$ cat config.mk
export PLATFORM = sky130hd
export DESIGN_NAME = ubx_nav_frame_parser_flat
export DESIGN_NICKNAME = d
export VERILOG_FILES = /design/src/sv/ubxnav_pkg.sv /design/src/sv/ubxnav_byte_if.sv /design/src/sv/ubxnav_cfg_if.sv /design/src/sv/ubxnav_nav_if.sv /design/src/sv/ubx_nav_frame_parser.sv /design/src/sv/ubxnav_parser.sv /design/src/flat_wrapper.sv
export VERILOG_INCLUDE_DIRS = /design/src /design/src/sv
export SDC_FILE = /design/constraint.sdc
export NUM_CORES = 1
export LEC_CHECK = 0
export ABC_AREA = 1
export BUFFER_PORTS_ARGS = -buffer_cell sky130_fd_sc_hd__buf_4
export CAP_MARGIN = 20
export CORE_ASPECT_RATIO = 1.75
export CORE_MARGIN = 4
export CORE_UTILIZATION = 64
export CTS_BUF_LIST = sky130_fd_sc_hd__clkbuf_8 sky130_fd_sc_hd__clkbuf_16
export DETAILED_ROUTE_END_ITERATION = 8
export PLACE_DENSITY = 0.85
export SLEW_MARGIN = 30
export SYNTH_ARGS = -nofsm -noshare
export SYNTH_HDL_FRONTEND = slang
export SYNTH_HIERARCHICAL = 1
export SYNTH_SLANG_ARGS = --single-unit
$ cat constraint.sdc
create_clock -name clk -period 13.35 [get_ports clk]
set_clock_uncertainty 0.1 [all_clocks]
set_input_delay 1.335 -clock clk [delete_from_list [all_inputs] [get_ports clk]]
set_output_delay 1.335 -clock clk [all_outputs]
set_load 0.005 [all_outputs]
$ cat src/sv/ubx_nav_frame_parser_defines.svh
// Assertion macros for the UBX navigation frame parser.
`ifndef UBX_NAV_FRAME_PARSER_DEFINES_SVH
`define UBX_NAV_FRAME_PARSER_DEFINES_SVH

`ifndef SYNTH
`define UBXNAV_ASSERT(lbl, prop) \
    lbl: assert property (@(posedge clk) disable iff (!rst_n) (prop)) \
        else $error("ubxnav assertion failed");
`define UBXNAV_ASSERT_NEXT(lbl, ante, cons) \
    lbl: assert property (@(posedge clk) disable iff (!rst_n) (ante) |=> (cons)) \
        else $error("ubxnav assertion failed");
`else
`define UBXNAV_ASSERT(lbl, prop)
`define UBXNAV_ASSERT_NEXT(lbl, ante, cons)
`endif

`endif

$ cat src/sv/ubxnav_pkg.sv
// Shared types and constants of the UBX navigation frame parser.
package ubxnav_pkg;

    localparam logic [7:0] SYNC1_BYTE = 8'hB5;
    localparam logic [7:0] SYNC2_BYTE = 8'h62;

    localparam int MAX_FRAME_DEFAULT = 1024;
    localparam int FRAME_OVERHEAD    = 8;

    localparam int CFG_INDEX_W = 2;
    localparam int CFG_DATA_W  = 10;
    localparam int MIN_PAY_W   = 10;

    localparam logic [7:0]           ACCEPT_CLASS_RST = 8'hFF;
    localparam logic [7:0]           ACCEPT_ID_RST    = 8'h01;
    localparam logic [MIN_PAY_W-1:0] MIN_PAYLOAD_RST  = 10'd80;

    typedef enum logic [CFG_INDEX_W-1:0] {
        REG_ACCEPT_CLASS = 2'd0,
        REG_ACCEPT_ID    = 2'd1,
        REG_MIN_PAYLOAD  = 2'd2
    } reg_index_t;

    // payload offsets of the captured fields
    localparam logic [15:0] OFS_TOW   = 16'd0;
    localparam logic [15:0] OFS_FIX   = 16'd20;
    localparam logic [15:0] OFS_SATS  = 16'd23;
    localparam logic [15:0] OFS_LON   = 16'd24;
    localparam logic [15:0] OFS_LAT   = 16'd28;
    localparam logic [15:0] OFS_SPEED = 16'd48;

    typedef enum logic [8:0] {
        PH_SYNC1   = 9'b000000001,
        PH_SYNC2   = 9'b000000010,
        PH_CLASS   = 9'b000000100,
        PH_ID      = 9'b000001000,
        PH_LEN_LO  = 9'b000010000,
        PH_LEN_HI  = 9'b000100000,
        PH_PAYLOAD = 9'b001000000,
        PH_CK_A    = 9'b010000000,
        PH_CK_B    = 9'b100000000
    } phase_t;

    typedef struct packed {
        logic [7:0]           accept_class;
        logic [7:0]           accept_id;
        logic [MIN_PAY_W-1:0] min_payload;
    } cfg_t;

    typedef struct packed {
        logic [31:0]        time_of_week_ms;
        logic signed [31:0] longitude_raw;
        logic signed [31:0] latitude_raw;
        logic [7:0]         fix_type;
        logic [7:0]         satellites;
        logic [31:0]        speed_mm_s;
        logic [31:0]        packet_count;
    } nav_t;

endpackage

$ cat src/sv/ubxnav_byte_if.sv
// Input byte channel.
interface ubxnav_byte_if;
    logic       valid;
    logic       ready;
    logic [7:0] data_byte;

    modport source (output valid, output data_byte, input ready);
    modport sink (input valid, input data_byte, output ready);
endinterface

$ cat src/sv/ubxnav_cfg_if.sv
// Configuration write channel.
interface ubxnav_cfg_if;
    logic                               valid;
    logic                               ready;
    logic [ubxnav_pkg::CFG_INDEX_W-1:0] index;
    logic [ubxnav_pkg::CFG_DATA_W-1:0]  data;

    modport source (output valid, output index, output data, input ready);
    modport sink (input valid, input index, input data, output ready);
endinterface

$ cat src/sv/ubxnav_nav_if.sv
// Decoded navigation result channel.
interface ubxnav_nav_if;
    logic               valid;
    logic               ready;
    logic [31:0]        time_of_week_ms;
    logic signed [31:0] longitude_raw;
    logic signed [31:0] latitude_raw;
    logic [7:0]         fix_type;
    logic [7:0]         satellites;
    logic [31:0]        speed_mm_s;
    logic [31:0]        packet_count;

    modport source (output valid, output time_of_week_ms, output longitude_raw,
                    output latitude_raw, output fix_type, output satellites,
                    output speed_mm_s, output packet_count, input ready);
    modport sink (input valid, input time_of_week_ms, input longitude_raw,
                  input latitude_raw, input fix_type, input satellites,
                  input speed_mm_s, input packet_count, output ready);
endinterface

$ cat src/sv/ubx_nav_frame_parser.sv
// Top level of the UBX navigation frame parser.
//
//  channel | dir | word                              | note
//  rx      | in  | data_byte                         | one serial byte
//  cfg     | in  | index, data                       | always ready
//  nav     | out | tow, lon, lat, fix, sats, speed,  | one per accepted frame
//          |     | packet_count                      |
//
// One byte per cycle sustained: a byte is held in the input register,
// the frame FSM and checksum add update on it, a decoded frame lands in the
// result register. A full result register stalls only the byte that closes
// a good frame.
// Reset: hunting sync, registers at defaults, packet count zero.
`include "ubx_nav_frame_parser_defines.svh"

module ubx_nav_frame_parser #(
    parameter int MAX_FRAME = ubxnav_pkg::MAX_FRAME_DEFAULT
) (
    input  logic         clk,
    input  logic         rst_n,
    ubxnav_byte_if.sink  rx,
    ubxnav_cfg_if.sink   cfg,
    ubxnav_nav_if.source nav
);
    import ubxnav_pkg::*;

    logic       in_valid_reg, in_valid_next;
    logic [7:0] byte_reg;
    logic       res_valid_reg, res_valid_next;
    nav_t       res_reg;
    cfg_t       cfg_reg;
    nav_t       result;
    logic       emit;
    logic       proc_en;
    logic       rx_accept;

    assign proc_en   = in_valid_reg && (!res_valid_reg || nav.ready || !emit);
    assign rx.ready  = !in_valid_reg || proc_en;
    assign rx_accept = rx.valid && rx.ready;
    assign cfg.ready = 1'b1;

    ubxnav_parser #(
        .MAX_FRAME (MAX_FRAME)
    ) u_parser (
        .clk       (clk),
        .rst_n     (rst_n),
        .step      (proc_en),
        .data_byte (byte_reg),
        .cfg       (cfg_reg),
        .emit      (emit),
        .result    (result)
    );

    always_comb
    begin
        in_valid_next = in_valid_reg;
        if (rx_accept)
            in_valid_next = 1'b1;
        else if (proc_en)
            in_valid_next = 1'b0;
        res_valid_next = res_valid_reg;
        if (proc_en && emit)
            res_valid_next = 1'b1;
        else if (nav.ready)
            res_valid_next = 1'b0;
    end

    always_ff @(posedge clk or negedge rst_n)
    begin
        if (!rst_n)
        begin
            in_valid_reg  <= 1'b0;
            res_valid_reg <= 1'b0;
            cfg_reg.accept_class <= ACCEPT_CLASS_RST;
            cfg_reg.accept_id    <= ACCEPT_ID_RST;
            cfg_reg.min_payload  <= MIN_PAYLOAD_RST;
        end
        else
        begin
            in_valid_reg  <= in_valid_next;
            res_valid_reg <= res_valid_next;
            if (cfg.valid)
            begin
                unique case (cfg.index)
                    REG_ACCEPT_CLASS: cfg_reg.accept_class <= cfg.data[7:0];
                    REG_ACCEPT_ID:    cfg_reg.accept_id    <= cfg.data[7:0];
                    REG_MIN_PAYLOAD:  cfg_reg.min_payload  <= cfg.data[MIN_PAY_W-1:0];
                    default:          ;
                endcase
            end
        end
    end

    always_ff @(posedge clk)
    begin
        if (rx_accept)
            byte_reg <= rx.data_byte;
        if (proc_en && emit)
            res_reg <= result;
    end

    assign nav.valid           = res_valid_reg;
    assign nav.time_of_week_ms = res_reg.time_of_week_ms;
    assign nav.longitude_raw   = res_reg.longitude_raw;
    assign nav.latitude_raw    = res_reg.latitude_raw;
    assign nav.fix_type        = res_reg.fix_type;
    assign nav.satellites      = res_reg.satellites;
    assign nav.speed_mm_s      = res_reg.speed_mm_s;
    assign nav.packet_count    = res_reg.packet_count;

    `UBXNAV_ASSERT_NEXT(a_emit_loads_result, proc_en && emit, res_valid_reg)
    `UBXNAV_ASSERT(a_no_result_overwrite, !(res_valid_reg && !nav.ready && proc_en && emit))
    `UBXNAV_ASSERT(a_no_byte_overwrite, !(in_valid_reg && !proc_en && rx.ready))

endmodule

$ cat src/sv/ubxnav_parser.sv
// Frame state machine, Fletcher sums and field capture, one byte per step.
module ubxnav_parser #(
    parameter int MAX_FRAME = ubxnav_pkg::MAX_FRAME_DEFAULT
) (
    input  logic              clk,
    input  logic              rst_n,
    input  logic              step,
    input  logic [7:0]        data_byte,
    input  ubxnav_pkg::cfg_t  cfg,
    output logic              emit,
    output ubxnav_pkg::nav_t  result
);
    import ubxnav_pkg::*;

    localparam logic [16:0] MaxFrameW = 17'(MAX_FRAME);
    localparam logic [16:0] OverheadW = 17'(FRAME_OVERHEAD);

    phase_t      phase_reg, phase_next;
    logic [7:0]  class_reg, class_next;
    logic [7:0]  id_reg, id_next;
    logic [15:0] len_reg, len_next;
    logic [15:0] idx_reg, idx_next;
    logic [7:0]  sum_a_reg, sum_a_next;
    logic [7:0]  sum_b_reg, sum_b_next;
    logic [7:0]  ck_a_reg, ck_a_next;
    logic [31:0] tow_reg, tow_next;
    logic [31:0] lon_reg, lon_next;
    logic [31:0] lat_reg, lat_next;
    logic [31:0] speed_reg, speed_next;
    logic [7:0]  fix_reg, fix_next;
    logic [7:0]  sats_reg, sats_next;
    logic [31:0] count_reg, count_next;

    logic [7:0]  sum_a_add;
    logic [7:0]  sum_b_add;
    logic [15:0] len_full;
    logic [15:0] idx_inc;
    logic [4:0]  lane;
    logic        frame_ok;

    assign sum_a_add = sum_a_reg + data_byte;
    assign sum_b_add = sum_b_reg + sum_a_add;
    assign len_full  = {data_byte, len_reg[7:0]};
    assign idx_inc   = idx_reg + 16'd1;
    assign lane      = {idx_reg[1:0], 3'b000};

    assign frame_ok = (ck_a_reg == sum_a_reg) && (data_byte == sum_b_reg) &&
                      (class_reg == cfg.accept_class) && (id_reg == cfg.accept_id) &&
                      (len_reg >= {6'd0, cfg.min_payload});
    assign emit     = (phase_reg == PH_CK_B) && frame_ok;

    always_comb
    begin
        phase_next = phase_reg;
        class_next = class_reg;
        id_next    = id_reg;
        len_next   = len_reg;
        idx_next   = idx_reg;
        sum_a_next = sum_a_reg;
        sum_b_next = sum_b_reg;
        ck_a_next  = ck_a_reg;
        tow_next   = tow_reg;
        lon_next   = lon_reg;
        lat_next   = lat_reg;
        speed_next = speed_reg;
        fix_next   = fix_reg;
        sats_next  = sats_reg;
        count_next = count_reg;
        unique case (phase_reg)
            PH_SYNC1:
            begin
                if (data_byte == SYNC1_BYTE)
                    phase_next = PH_SYNC2;
            end
            PH_SYNC2:
            begin
                if (data_byte == SYNC2_BYTE)
                begin
                    sum_a_next = 8'd0;
                    sum_b_next = 8'd0;
                    phase_next = PH_CLASS;
                end
                else if (data_byte != SYNC1_BYTE)
                    phase_next = PH_SYNC1;
            end
            PH_CLASS:
            begin
                class_next = data_byte;
                sum_a_next = sum_a_add;
                sum_b_next = sum_b_add;
                phase_next = PH_ID;
            end
            PH_ID:
            begin
                id_next    = data_byte;
                sum_a_next = sum_a_add;
                sum_b_next = sum_b_add;
                phase_next = PH_LEN_LO;
            end
            PH_LEN_LO:
            begin
                len_next   = {8'd0, data_byte};
                sum_a_next = sum_a_add;
                sum_b_next = sum_b_add;
                phase_next = PH_LEN_HI;
            end
            PH_LEN_HI:
            begin
                len_next   = len_full;
                sum_a_next = sum_a_add;
                sum_b_next = sum_b_add;
                idx_next   = 16'd0;
                tow_next   = 32'd0;
                lon_next   = 32'd0;
                lat_next   = 32'd0;
                speed_next = 32'd0;
                fix_next   = 8'd0;
                sats_next  = 8'd0;
                if (({1'b0, len_full} + OverheadW) > MaxFrameW)
                    phase_next = PH_SYNC1;
                else if (len_full == 16'd0)
                    phase_next = PH_CK_A;
                else
                    phase_next = PH_PAYLOAD;
            end
            PH_PAYLOAD:
            begin
                sum_a_next = sum_a_add;
                sum_b_next = sum_b_add;
                if (idx_reg[15:2] == OFS_TOW[15:2])
                    tow_next[lane +: 8] = data_byte;
                if (idx_reg == OFS_FIX)
                    fix_next = data_byte;
                if (idx_reg == OFS_SATS)
                    sats_next = data_byte;
                if (idx_reg[15:2] == OFS_LON[15:2])
                    lon_next[lane +: 8] = data_byte;
                if (idx_reg[15:2] == OFS_LAT[15:2])
                    lat_next[lane +: 8] = data_byte;
                if (idx_reg[15:2] == OFS_SPEED[15:2])
                    speed_next[lane +: 8] = data_byte;
                idx_next = idx_inc;
                if (idx_inc >= len_reg)
                    phase_next = PH_CK_A;
            end
            PH_CK_A:
            begin
                ck_a_next  = data_byte;
                phase_next = PH_CK_B;
            end
            PH_CK_B:
            begin
                phase_next = PH_SYNC1;
                if (frame_ok)
                    count_next = count_reg + 32'd1;
            end
            default:
            begin
                phase_next = PH_SYNC1;
            end
        endcase
    end

    always_ff @(posedge clk or negedge rst_n)
    begin
        if (!rst_n)
        begin
            phase_reg <= PH_SYNC1;
            count_reg <= 32'd0;
        end
        else if (step)
        begin
            phase_reg <= phase_next;
            count_reg <= count_next;
        end
    end

    always_ff @(posedge clk)
    begin
        if (step)
        begin
            class_reg <= class_next;
            id_reg    <= id_next;
            len_reg   <= len_next;
            idx_reg   <= idx_next;
            sum_a_reg <= sum_a_next;
            sum_b_reg <= sum_b_next;
            ck_a_reg  <= ck_a_next;
            tow_reg   <= tow_next;
            lon_reg   <= lon_next;
            lat_reg   <= lat_next;
            speed_reg <= speed_next;
            fix_reg   <= fix_next;
            sats_reg  <= sats_next;
        end
    end

    always_comb
    begin
        result.time_of_week_ms = tow_reg;
        result.longitude_raw   = lon_reg;
        result.latitude_raw    = lat_reg;
        result.fix_type        = fix_reg;
        result.satellites      = sats_reg;
        result.speed_mm_s      = speed_reg;
        result.packet_count    = count_reg + 32'd1;
    end

endmodule
$ cat src/flat_wrapper.sv
// flat-port wrapper written by rule: the top's interface ports become plain ports
module ubx_nav_frame_parser_flat import ubxnav_pkg::*;
#(
    parameter int MAX_FRAME = ubxnav_pkg::MAX_FRAME_DEFAULT
)
  (clk, rst_n, rx_valid, rx_data_byte, rx_ready, cfg_valid, cfg_index, cfg_data, cfg_ready, nav_valid, nav_time_of_week_ms, nav_longitude_raw, nav_latitude_raw, nav_fix_type, nav_satellites, nav_speed_mm_s, nav_packet_count, nav_ready);
  ubxnav_byte_if rx_i ();
  ubxnav_cfg_if cfg_i ();
  ubxnav_nav_if nav_i ();
  input  logic clk;
  input  logic rst_n;
  input wire logic [$bits(rx_i.valid)-1:0] rx_valid;
  input wire logic [$bits(rx_i.data_byte)-1:0] rx_data_byte;
  output wire logic [$bits(rx_i.ready)-1:0] rx_ready;
  input wire logic [$bits(cfg_i.valid)-1:0] cfg_valid;
  input wire logic [$bits(cfg_i.index)-1:0] cfg_index;
  input wire logic [$bits(cfg_i.data)-1:0] cfg_data;
  output wire logic [$bits(cfg_i.ready)-1:0] cfg_ready;
  output wire logic [$bits(nav_i.valid)-1:0] nav_valid;
  output wire logic [$bits(nav_i.time_of_week_ms)-1:0] nav_time_of_week_ms;
  output wire logic [$bits(nav_i.longitude_raw)-1:0] nav_longitude_raw;
  output wire logic [$bits(nav_i.latitude_raw)-1:0] nav_latitude_raw;
  output wire logic [$bits(nav_i.fix_type)-1:0] nav_fix_type;
  output wire logic [$bits(nav_i.satellites)-1:0] nav_satellites;
  output wire logic [$bits(nav_i.speed_mm_s)-1:0] nav_speed_mm_s;
  output wire logic [$bits(nav_i.packet_count)-1:0] nav_packet_count;
  input wire logic [$bits(nav_i.ready)-1:0] nav_ready;
  assign rx_i.valid = rx_valid;
  assign rx_i.data_byte = rx_data_byte;
  assign rx_ready = rx_i.ready;
  assign cfg_i.valid = cfg_valid;
  assign cfg_i.index = cfg_index;
  assign cfg_i.data = cfg_data;
  assign cfg_ready = cfg_i.ready;
  assign nav_valid = nav_i.valid;
  assign nav_time_of_week_ms = nav_i.time_of_week_ms;
  assign nav_longitude_raw = nav_i.longitude_raw;
  assign nav_latitude_raw = nav_i.latitude_raw;
  assign nav_fix_type = nav_i.fix_type;
  assign nav_satellites = nav_i.satellites;
  assign nav_speed_mm_s = nav_i.speed_mm_s;
  assign nav_packet_count = nav_i.packet_count;
  assign nav_i.ready = nav_ready;
  ubx_nav_frame_parser #(.MAX_FRAME(MAX_FRAME)) u_core (.clk(clk), .rst_n(rst_n), .rx(rx_i), .cfg(cfg_i), .nav(nav_i));
endmodule
# Word level (Yosys, flattened, before mapping)

Cells that the tools add are included.

Equal/unequal tests: 33
Shift operators: 2
$lt $le $gt $ge: 3
Mux-type cells: 32
$add $sub $neg: 6
Bitwise logic cells: 1
Reduce and logical (&&, ||, !) cells: 41

Operator list:

| operator                                                         | number |
|---|---|
| case mux 32 bit (2 select lines)                                 | 4 |
| bitwise mux 32 bit                                               | 4 |
| two-way mux 32 bit                                               | 4 |
| case mux 9 bit (8 select lines)                                  | 1 |
| case mux 16 bit (2 select lines)                                 | 2 |
| case mux 8 bit (2 select lines)                                  | 4 |
| two-way mux 8 bit                                                | 5 |
| two-way mux 9 bit                                                | 4 |
| adder 32 x 1 -> 32 bit (second input constant)                   | 1 |
| equality test 16 x 5 -> 1 bit (second input constant)            | 2 |
| equality test 8 bit                                              | 4 |
| variable shift 8 x 7 -> 32 bit (first input constant)            | 1 |
| variable part select 8 x 7 -> 32 bit                             | 1 |
| equality test 14 x 3 -> 1 bit (second input constant)            | 2 |
| AND reduction 3 bit                                              | 9 |
| != test 2 bit (second input constant)                            | 9 |
| adder 16 x 4 -> 17 bit (second input constant)                   | 1 |
| greater-than comparator 17 x 11 -> 1 bit (second input constant) | 1 |
| adder 16 x 1 -> 16 bit (second input constant)                   | 1 |
| adder 8 bit                                                      | 2 |
| >= comparator 16 x 10 -> 1 bit                                   | 1 |
| >= comparator 16 bit                                             | 1 |
| zero test 16 bit                                                 | 1 |
| AND reduction 2 bit                                              | 8 |
| 27 further kinds                                                 | 45 |

Input port bits: 25
Register bits after elaboration: 469
Logic and storage cells: 147

# Longest topological paths before layout

Gate-level depths: netlist of the first run.

Word-level depth: 12
Depth in mapped cells: 20
Gate-level depth less buffers: 20

# Hierarchy

Netlist of the first run, hierarchy kept.

By module, submodules not included:

| module               | instances | area an instance (um^2) | cells each |
|---|---|---|---|
| ubxnav_parser        | 1         | 14103.5                 | 1664 |
| ubx_nav_frame_parser | 1         | 6747.7                  | 317 |

# Least setup slack after synthesis of the first run

OpenSTA, ideal clock, no wires.

Kind: register -> register
From: register u_core/cfg_reg[6] (netlist bit)
To: register u_core.res_reg, in the netlist u_core/nav.fix_type[0], enable pin
Clock period less this slack: 5.651 ns
Library setup time: 0.528 ns
Cell stages (with the launch flop): 12
Setup slack: 7.699 ns
Data arrival time: 5.022 ns
Path through: dfstp_2 -> inv_1 -> ha_1 -> nand2_1 -> nor2_1 -> nand2_1 -> nand2_1 -> nand2_1 -> nand3_1 -> and2_1 -> nand3_1 -> inv_1

Word-level cells in the longest chain between the ends: 7

RTL lines:

| item                               | RTL line                   | RTL |
|---|---|---|
| start, declared                    | ubx_nav_frame_parser.sv:31 | `cfg_t cfg_reg;` |
| >= comparator 16 x 10 -> 1 bit (*) | ubxnav_parser.sv:49        | `(len_reg >= {6'd0, cfg.min_payload});` |
| logical AND 1 bit (*)              | ubxnav_parser.sv:48        | `(class_reg == cfg.accept_class) && (id_reg == cfg.accept_id) &&` |
| logical AND 1 bit (*)              | ubxnav_parser.sv:50        | `assign emit = (phase_reg == PH_CK_B) && frame_ok;` |
| named net u_core.emit              | ubx_nav_frame_parser.sv:33 | `logic emit;` |
| zero test 1 bit                    | ubx_nav_frame_parser.sv:37 | `assign proc_en = in_valid_reg && (!res_valid_reg \|\| nav.ready \|\| !emit);` |
| logical OR 1 bit                   | ubx_nav_frame_parser.sv:37 |  |
| logical AND 1 bit                  | ubx_nav_frame_parser.sv:37 |  |
| logical AND 1 bit (*)              | ubx_nav_frame_parser.sv:98 | `if (proc_en && emit)` |
| end signal, assigned               | ubx_nav_frame_parser.sv:99 | `res_reg <= result;` |
| end, declared                      | ubx_nav_frame_parser.sv:30 | `nav_t res_reg;` |

The timed path passes the listed nets; every way through them passes the cells marked *.
A chain may end at the register's enable or synchronous reset.

# Worst setup path after layout of the first run

From: register u_core.byte_reg[4]
To: register u_core.res_reg, in the netlist u_core/nav.time_of_week_ms[2], enable pin

Word-level cells in the longest chain between the ends: 10

RTL lines:

| item                               | RTL line                   | RTL |
|---|---|---|
| start, declared                    | ubx_nav_frame_parser.sv:28 | `logic [7:0] byte_reg;` |
| start signal, assigned             | ubx_nav_frame_parser.sv:97 | `byte_reg <= rx.data_byte;` |
| equality test 8 bit (*)            | ubxnav_parser.sv:47        | `assign frame_ok = (ck_a_reg == sum_a_reg) && (data_byte == sum_b_reg) &&` |
| logical AND 1 bit (*) (2 in a row) | ubxnav_parser.sv:47        |  |
| logical AND 1 bit (*) (2 in a row) | ubxnav_parser.sv:48        |  |
| logical AND 1 bit (*)              | ubxnav_parser.sv:50        |  |
| named net u_core.emit              | ubx_nav_frame_parser.sv:33 |  |
| zero test 1 bit                    | ubx_nav_frame_parser.sv:37 |  |
| logical OR 1 bit                   | ubx_nav_frame_parser.sv:37 |  |
| logical AND 1 bit                  | ubx_nav_frame_parser.sv:37 |  |
| logical AND 1 bit (*)              | ubx_nav_frame_parser.sv:98 |  |

Marks and branches as above.

==> impl_metrics.csv, run 1 <==
group,metric,value,unit
outcome,status,"completed",
yosys,synth_top_family_by_area,"simple AND/OR/NAND/NOR gates",
critical_path,cp-start-kind,"flip-flop",
critical_path,critPathTopFamily,"buffers and inverters",
min_path,min_path_type,"reg2reg",
yosys,synth_fp_nets,2055,
placed_design,placed_area,22700,um^2
yosys,synth_seq_cells,469,
clocking,cts.sinks,469,
clocking,hold_buffers,0,
pwr,power.leakage,10.1,nW
finish,final_area,24000,um^2
sta,fin_tns_setup,0,ns
yosys,synth_xor_area_share,1.72,%
routing,drc,0,
finish,n_antenna_cell,0,
die,core-area,32200,um^2
critical_path,cp_cell_sequence,"inv_2, nand2_1, o21ai_1, nor2_1, nand2_1, nor2_1, nand3_1, nor2_4, and2_1, nand3_1, inv_6, buf_4, buf_4",
sta,final.min_clock_period,5.04,ns
job,max-cap-violations,0,
finish,nets,2249,
finish,syn_to_final_growth,14.9,%
global_routing,grt_max_degree,91,
clocking,cts.path.max_buffers,3,
pwr,finalPower,0.00286,W
sta,rsz0062_at_grt,"false",
critical_path,worstPathRequired,13.42,ns
yosys,avgSynthCellArea,10.5,um^2
critical_path,critPathSlowestCell,"buf_4",
clocking,cts_buffers,40,
sta,slew_headroom,33.7,%
pwr,ir_worst_vdd,0.0943,mV
finish,fin_util,74.4,%
finish,layout_commonest_cell,"nand2_1",
global_routing,overflow,0,
critical_path,critPathBufInv,4,
yosys,synth_compound_area_share,4.63,%
clocking,insertion_delay,0.55,ns
yosys,synth_fa_ha_area_share,3.01,%
finish,drive_above_1_share,14.2,%
critical_path,crit_type,"reg2reg",
die,start_util,64.7,%
sta,finalSetupViolCount,0,
sta,fin_hold_ws,0.324,ns
sta,slew_violations,0,
yosys,ys_seq_area_share,66.0,%
yosys,synth_cells,1981,
yosys,synth.distinct_cells,39,
clocking,clockRootBuffer,"clkbuf_16",
yosys,synthSimpleGateAreaFrac,18.4,%
pwr,power_density,119,nW/um^2
clocking,cts_setup_buffers,0,
die,num_io_pins,204,
clocking,cts.clk_slew.worst_paths,0.06,ns
routing,drtIter0Drc,1504,
die,dieHeight,247,um
yosys,synthMuxAreaShare,0,%
global_routing,grt_pass1_wl,78700,um
routing,firstDrtPassIters,8,
routing,via_per_inst,5.80,
finish,nFillCells,2134,
global_routing,grt_usage,28.7,%
sta,worst_pin_slew,0.986,ns
placed_design,portBuffers,202,
placed_design,dp_hpwl,36100,um
clocking,cts_max_level,2,
critical_path,cpPeakStageDelay,0.85,ns
routing,drt-wirelength-per-cell,19.7,um
sta,fmax,199,MHz
critical_path,end_kind,"flip-flop",
die,rows,87,
routing,num_vias,15088,
clocking,post_cts_resized,0,
routing,ant_nets,0,
routing,drt_wl_total,51200,um
die,dieArea,35600,um^2
yosys,ys.warnings.count,6,
finish,most-common-layout-cells,"458 x nand2_1, 400 x edfxtp_1, 264 x inv_1",
sta,finalHoldViolCount,0,
placed_design,routabilityCongestion,0.985,
critical_path,critPathArrivalTime,5.10,ns
die,fp.dieW,144,um
global_routing,antenna_found_initial,0,
yosys,synth.cell_area,20900,um^2
sta,min_period_over_period,37.7,%
clocking,cts_tree,"yes",
global_routing,grt_pass1_vias,14983,
critical_path,crit_fanout,72,
## worst paths after layout
check	from	to	slack, ns	depth (start not counted)
setup / recovery	u_core/byte_reg[4]	u_core/nav.time_of_week_ms[2]	8.31	13
hold / removal	u_core/u_parser/sats_reg[0]	u_core/nav.satellites[0]	0.32	0
setup reg to reg	u_core/byte_reg[4]	u_core/nav.time_of_week_ms[2]	8.31	13
hold reg to reg	u_core/u_parser/sats_reg[0]	u_core/nav.satellites[0]	0.32	0
max in group asynchronous	rst_n	u_core/cfg_reg[7]	11.76	1
min in group asynchronous	rst_n	u_core/nav.valid	0.79	1
## per-layer routing
| metal | vias up | wire length, um | track usage [%] |
|---|---|---|---|
| li1 | 7013 | - | - |
| met1 | 7116 | 17100 | 31.8 |
| met2 | 755 | 27000 | 51.0 |
| met3 | 204 | 3130 | 3.54 |
| met4 | 0 | 3940 | 18.8 |
| met5 | - | 0 | 0 |
## per-stage QoR
step                setup WS (ns)  std cells
floorplan                    7.70       1981
global placement             8.49       2531
detailed placement           8.35       2533
CTS                          8.33       2603
global route                 7.91       2603
finish                       8.31       2603
## worst reg2reg max path: stages, from the launching register on
cell	delay (ns)
edfxtp_1	0.66
inv_2	0.18
nand2_1	0.09
o21ai_1	0.06
nor2_1	0.10
nand2_1	0.07
nor2_1	0.11
nand3_1	0.14
nor2_4	0.67
and2_1	0.31
nand3_1	0.19
inv_6	0.29
buf_4	0.76
buf_4	0.91
## final cells by class
class,count,area [um^2],area share [%]
Sequential cell,469,13800,57.4
Multi-Input combinational cell,1183,5840,24.4
Timing Repair Buffer,214,1630,6.82
Clock inverter,27,186,0.778
Inverter,267,1010,4.20
Tap cell,400,500,2.09
Clock buffer,43,1040,4.35
## power breakdown
group	leakage, nW	internal [W]	total, W	switching [W]
Sequential	3.95	0.00159	0.00162	0.0000228
Combinational	5.51	0.0000469	0.000143	0.0000965
Clock	0.647	0.000602	0.00110	0.000500
Total	10.1	0.00224	0.00286	0.000620
## logic make-up (layout without fill, tap and decap cells)
group                      Yosys count  count (layout)
DFF                                469             469
adders and majority gates           49              49
other                                1               1
and+or+nand+nor                    904             904
buffers and inverters              329             551
xor gates and xnor gates            41              41
AOI/OAI and AO/OA                  188             188
## synth_stat cells, drive strengths merged
library cell | count | area share, %
a21oi | 104 | 2.5
and2 | 1 | 0.030
o21ai | 75 | 1.8
nand2 | 459 | 8.3
clkbuf | 27 | 0.49
edfxtp | 400 | 58
a31oi | 2 | 0.060
dfrtp | 57 | 6.8
dfstp | 12 | 1.5
nor2 | 229 | 4.2
nor4 | 2 | 0.060
conb | 1 | 0.018
ha | 47 | 2.8
xnor2 | 12 | 0.50
inv | 265 | 4.8
nor3 | 44 | 1.1
clkinv | 2 | 0.036
o21a | 3 | 0.11
nand3b | 6 | 0.22
a21o | 2 | 0.072
xor2 | 29 | 1.2
buf | 35 | 1.0
nand4 | 73 | 2.2
o21bai | 1 | 0.036
a211oi | 1 | 0.036
fa | 2 | 0.19
or2 | 3 | 0.090
nand3 | 87 | 2.2
Note: power is estimated with default switching activity, not from simulation.
==> run 2: changes to the inputs <==
Settings changed: CORE_UTILIZATION 64 to 54, PLACE_DENSITY 0.85 to 0.77.
Clock period 13.35 ns to 4.45 ns, I/O delays scaled along.
==> run 2 against run 1 <==
Net effect:
- sequential share of layout area down 1.2 points
- maximum frequency rose by 33%
- wire length is 2.2% higher
- non-clock buffer count increased by 30
- worst setup slack got worse by 7.6 ns
- clock power increased to 3.2 times the previous value
- critical path depth increased by 5
- critical path type unchanged
- utilization down 10 points
- hold slack lost 0.30 ns
- first-iteration DRC count fell by 13%
==> impl_metrics.csv, run 2 (same netlist as run 1, synthesis figures left out) <==
group,metric,value,unit
outcome,status,"completed",
critical_path,crit_fanout,10,
routing,drc,0,
min_path,hold_end,"u_core/byte_reg[1]",
placed_design,place_ws,0.753,ns
critical_path,r2r_end,"u_core/u_parser/sum_b_reg[7]",
placed_design,routabilityCongestion,0.945,
die,rows,95,
job,max-cap-violations,0,
routing,drtIter0Drc,1306,
critical_path,end_kind,"flip-flop",
clocking,cts.clk_slew.worst_paths,0.07,ns
routing,drt_wl_total,52300,um
routing,drt-wirelength-per-cell,19.2,um
finish,n_antenna_cell,0,
die,dieArea,41900,um^2
finish,most-common-layout-cells,"457 x nand2_1, 400 x edfxtp_1, 264 x inv_1",
pwr,ir_worst_vdd,0.266,mV
critical_path,crit_path_frequent_cell,"nand2_1",
sta,fmax,265,MHz
global_routing,overflow,0,
routing,firstDrtPassIters,6,
critical_path,cpPeakStageDelay,0.40,ns
sta,slew_headroom,35.9,%
sta,finalSetupViolCount,0,
critical_path,critPathBufInv,3,
routing,via_per_inst,5.50,
critical_path,reg2regPathDepth,18,
critical_path,crit_type,"reg2reg",
critical_path,critPathArrivalTime,3.96,ns
pwr,power.leakage,10.3,nW
global_routing,antenna_found_initial,0,
sta,finalHoldViolCount,0,
sta,fin_tns_setup,0,ns
critical_path,critPathSlowestCell,"edfxtp_1",
finish,syn_to_final_growth,17.5,%
global_routing,grt_pass1_wl,79500,um
global_routing,grt_pass1_vias,14763,
min_path,min_from,"rx_data_byte[1]",
die,start_util,54.5,%
sta,slew_violations,0,
finish,layout_commonest_cell,"nand2_1",
clocking,post_cts_resized,0,
min_path,min_path_type,"in2reg",
routing,ant_nets,0,
min_path,whs_path_depth,1,
die,dieHeight,268,um
die,core-area,38300,um^2
placed_design,place_inst,2641,
critical_path,cp-start-kind,"flip-flop",
critical_path,cp_cell_sequence,"buf_4, ha_1, fa_1, nand2_1, inv_1, o21ai_0, nand2_1, a21oi_1, o21ai_0, xor2_1, inv_1, ha_1, a21oi_1, nand3_1, xor2_1, nand2_1, nand2_1, nor2_1",
clocking,clockRootBuffer,"clkbuf_16",
clocking,cts_tree,"yes",
global_routing,grt_usage,24.5,%
clocking,cts_max_level,2,
finish,nFillCells,2931,
pwr,power_density,360,nW/um^2
critical_path,critPathTopFamily,"adder cells",
finish,nets,2279,
sta,rsz0062_at_grt,"false",
critical_path,r2r_setup_slack,0.67,ns
critical_path,r2r_start,"u_core/byte_reg[0]",
placed_design,dp_hpwl,38100,um
global_routing,grt_max_degree,97,
critical_path,worstPathRequired,4.63,ns
sta,worst_slack,0.670,ns
sta,min_period_over_period,84.9,%
finish,final_cells,2721,
sta,final.min_clock_period,3.78,ns
clocking,insertion_delay,0.55,ns
finish,drive_above_1_share,15.2,%
clocking,cts.path.max_buffers,3,
pwr,finalPower,0.00881,W
die,fp.dieW,157,um
sta,worst_pin_slew,0.961,ns
placed_design,portBuffers,202,
clocking,cts_buffers,40,
clocking,cts.sinks,469,
routing,num_vias,14953,
die,num_io_pins,204,
-- run 2: cell count changes in the layout (fill, tap and decap cells not counted), moves of 2 or more --
cell | previous run | this run
buf_12 | 0 | 3
nand3_1 | 83 | 81
clkbuf_8 | 3 | 0
buf_4 | 212 | 229
bufinv_16 | 2 | 4
buf_16 | 1 | 3
nand3_4 | 1 | 3
dlygate4sd3_1 | 0 | 7
clkinv_4 | 0 | 2
-- run 2: per-layer routing --
| layer | track usage [%] | wire, um | vias up |
|---|---|---|---|
| li1 | - | - | 7071 |
| met1 | 26.1 | 17300 | 7051 |
| met2 | 44.9 | 28100 | 642 |
| met3 | 3.30 | 3070 | 189 |
| met4 | 15.5 | 3840 | 0 |
| met5 | 0 | 0 | - |
-- run 2: worst max path at each step --
stage | start | to | cells after the start
final | u_core/byte_reg[0] | u_core/u_parser/sum_b_reg[7] | 18
after global routing | u_core/u_parser/idx_reg[0] | u_core/u_parser/phase_reg[4] | 16
after CTS | u_core/u_parser/len_reg[5] | u_core/u_parser/lon_reg[15] | 15
after detailed placement | u_core/u_parser/len_reg[5] | u_core/u_parser/tow_reg[20] | 15
after global placement | u_core/u_parser/len_reg[1] | u_core/u_parser/lon_reg[25] | 15
after floorplan | u_core/cfg_reg[6] | u_core/u_parser/lat_reg[0] | 16
-- run 2: repair_timing --
item | in CTS | in global routing
hold endpoints to repair | 63 | 0
setup buffers | 0 | 0
hold buffers | 7 | 0
-- run 2: area by class of cell --
cell class / count / area [um^2] / share of cell area [%]
well taps: 485 / 607 / 2.48
flip-flops and latches: 469 / 13800 / 56.1
clock inverters: 32 / 287 / 1.17
clock buffers: 41 / 1030 / 4.19
multi-input cells: 1183 / 5860 / 23.9
repair buffers: 244 / 1960 / 7.99
inverters: 267 / 1010 / 4.11
-- run 2: worst reg2reg max path: stages, from the launching register on --
cell and delay (ns):
edfxtp_1 0.40, buf_4 0.22, ha_1 0.28, fa_1 0.40, nand2_1 0.07, inv_1 0.06
o21ai_0 0.25, nand2_1 0.13, a21oi_1 0.17, o21ai_0 0.14, xor2_1 0.22, inv_1 0.08
ha_1 0.33, a21oi_1 0.14, nand3_1 0.16, xor2_1 0.20, nand2_1 0.08, nand2_1 0.06
nor2_1 0.04
-- run 2: metrics by stage --
stage | cell area [um^2] | utilization, % | hold slack [ns]
2_1_floorplan | 20900 | - | 0.0494
3_3_place_gp | 23000 | 60.1 | 0.307
3_5_place_dp | 23100 | 60.4 | 0.305
4_1_cts | 24500 | 64.0 | 0.00405
5_1_grt | 24500 | 64.0 | 0.000707
6_report | 24500 | 64.0 | 0.0267
-- run 2: where the power goes --
group | internal, W | leakage, nW | total, W | switching [W]
Combinational | 0.000152 | 5.68 | 0.000474 | 0.000321
Sequential | 0.00478 | 3.95 | 0.00484 | 0.0000528
Clock | 0.00193 | 0.681 | 0.00350 | 0.00157
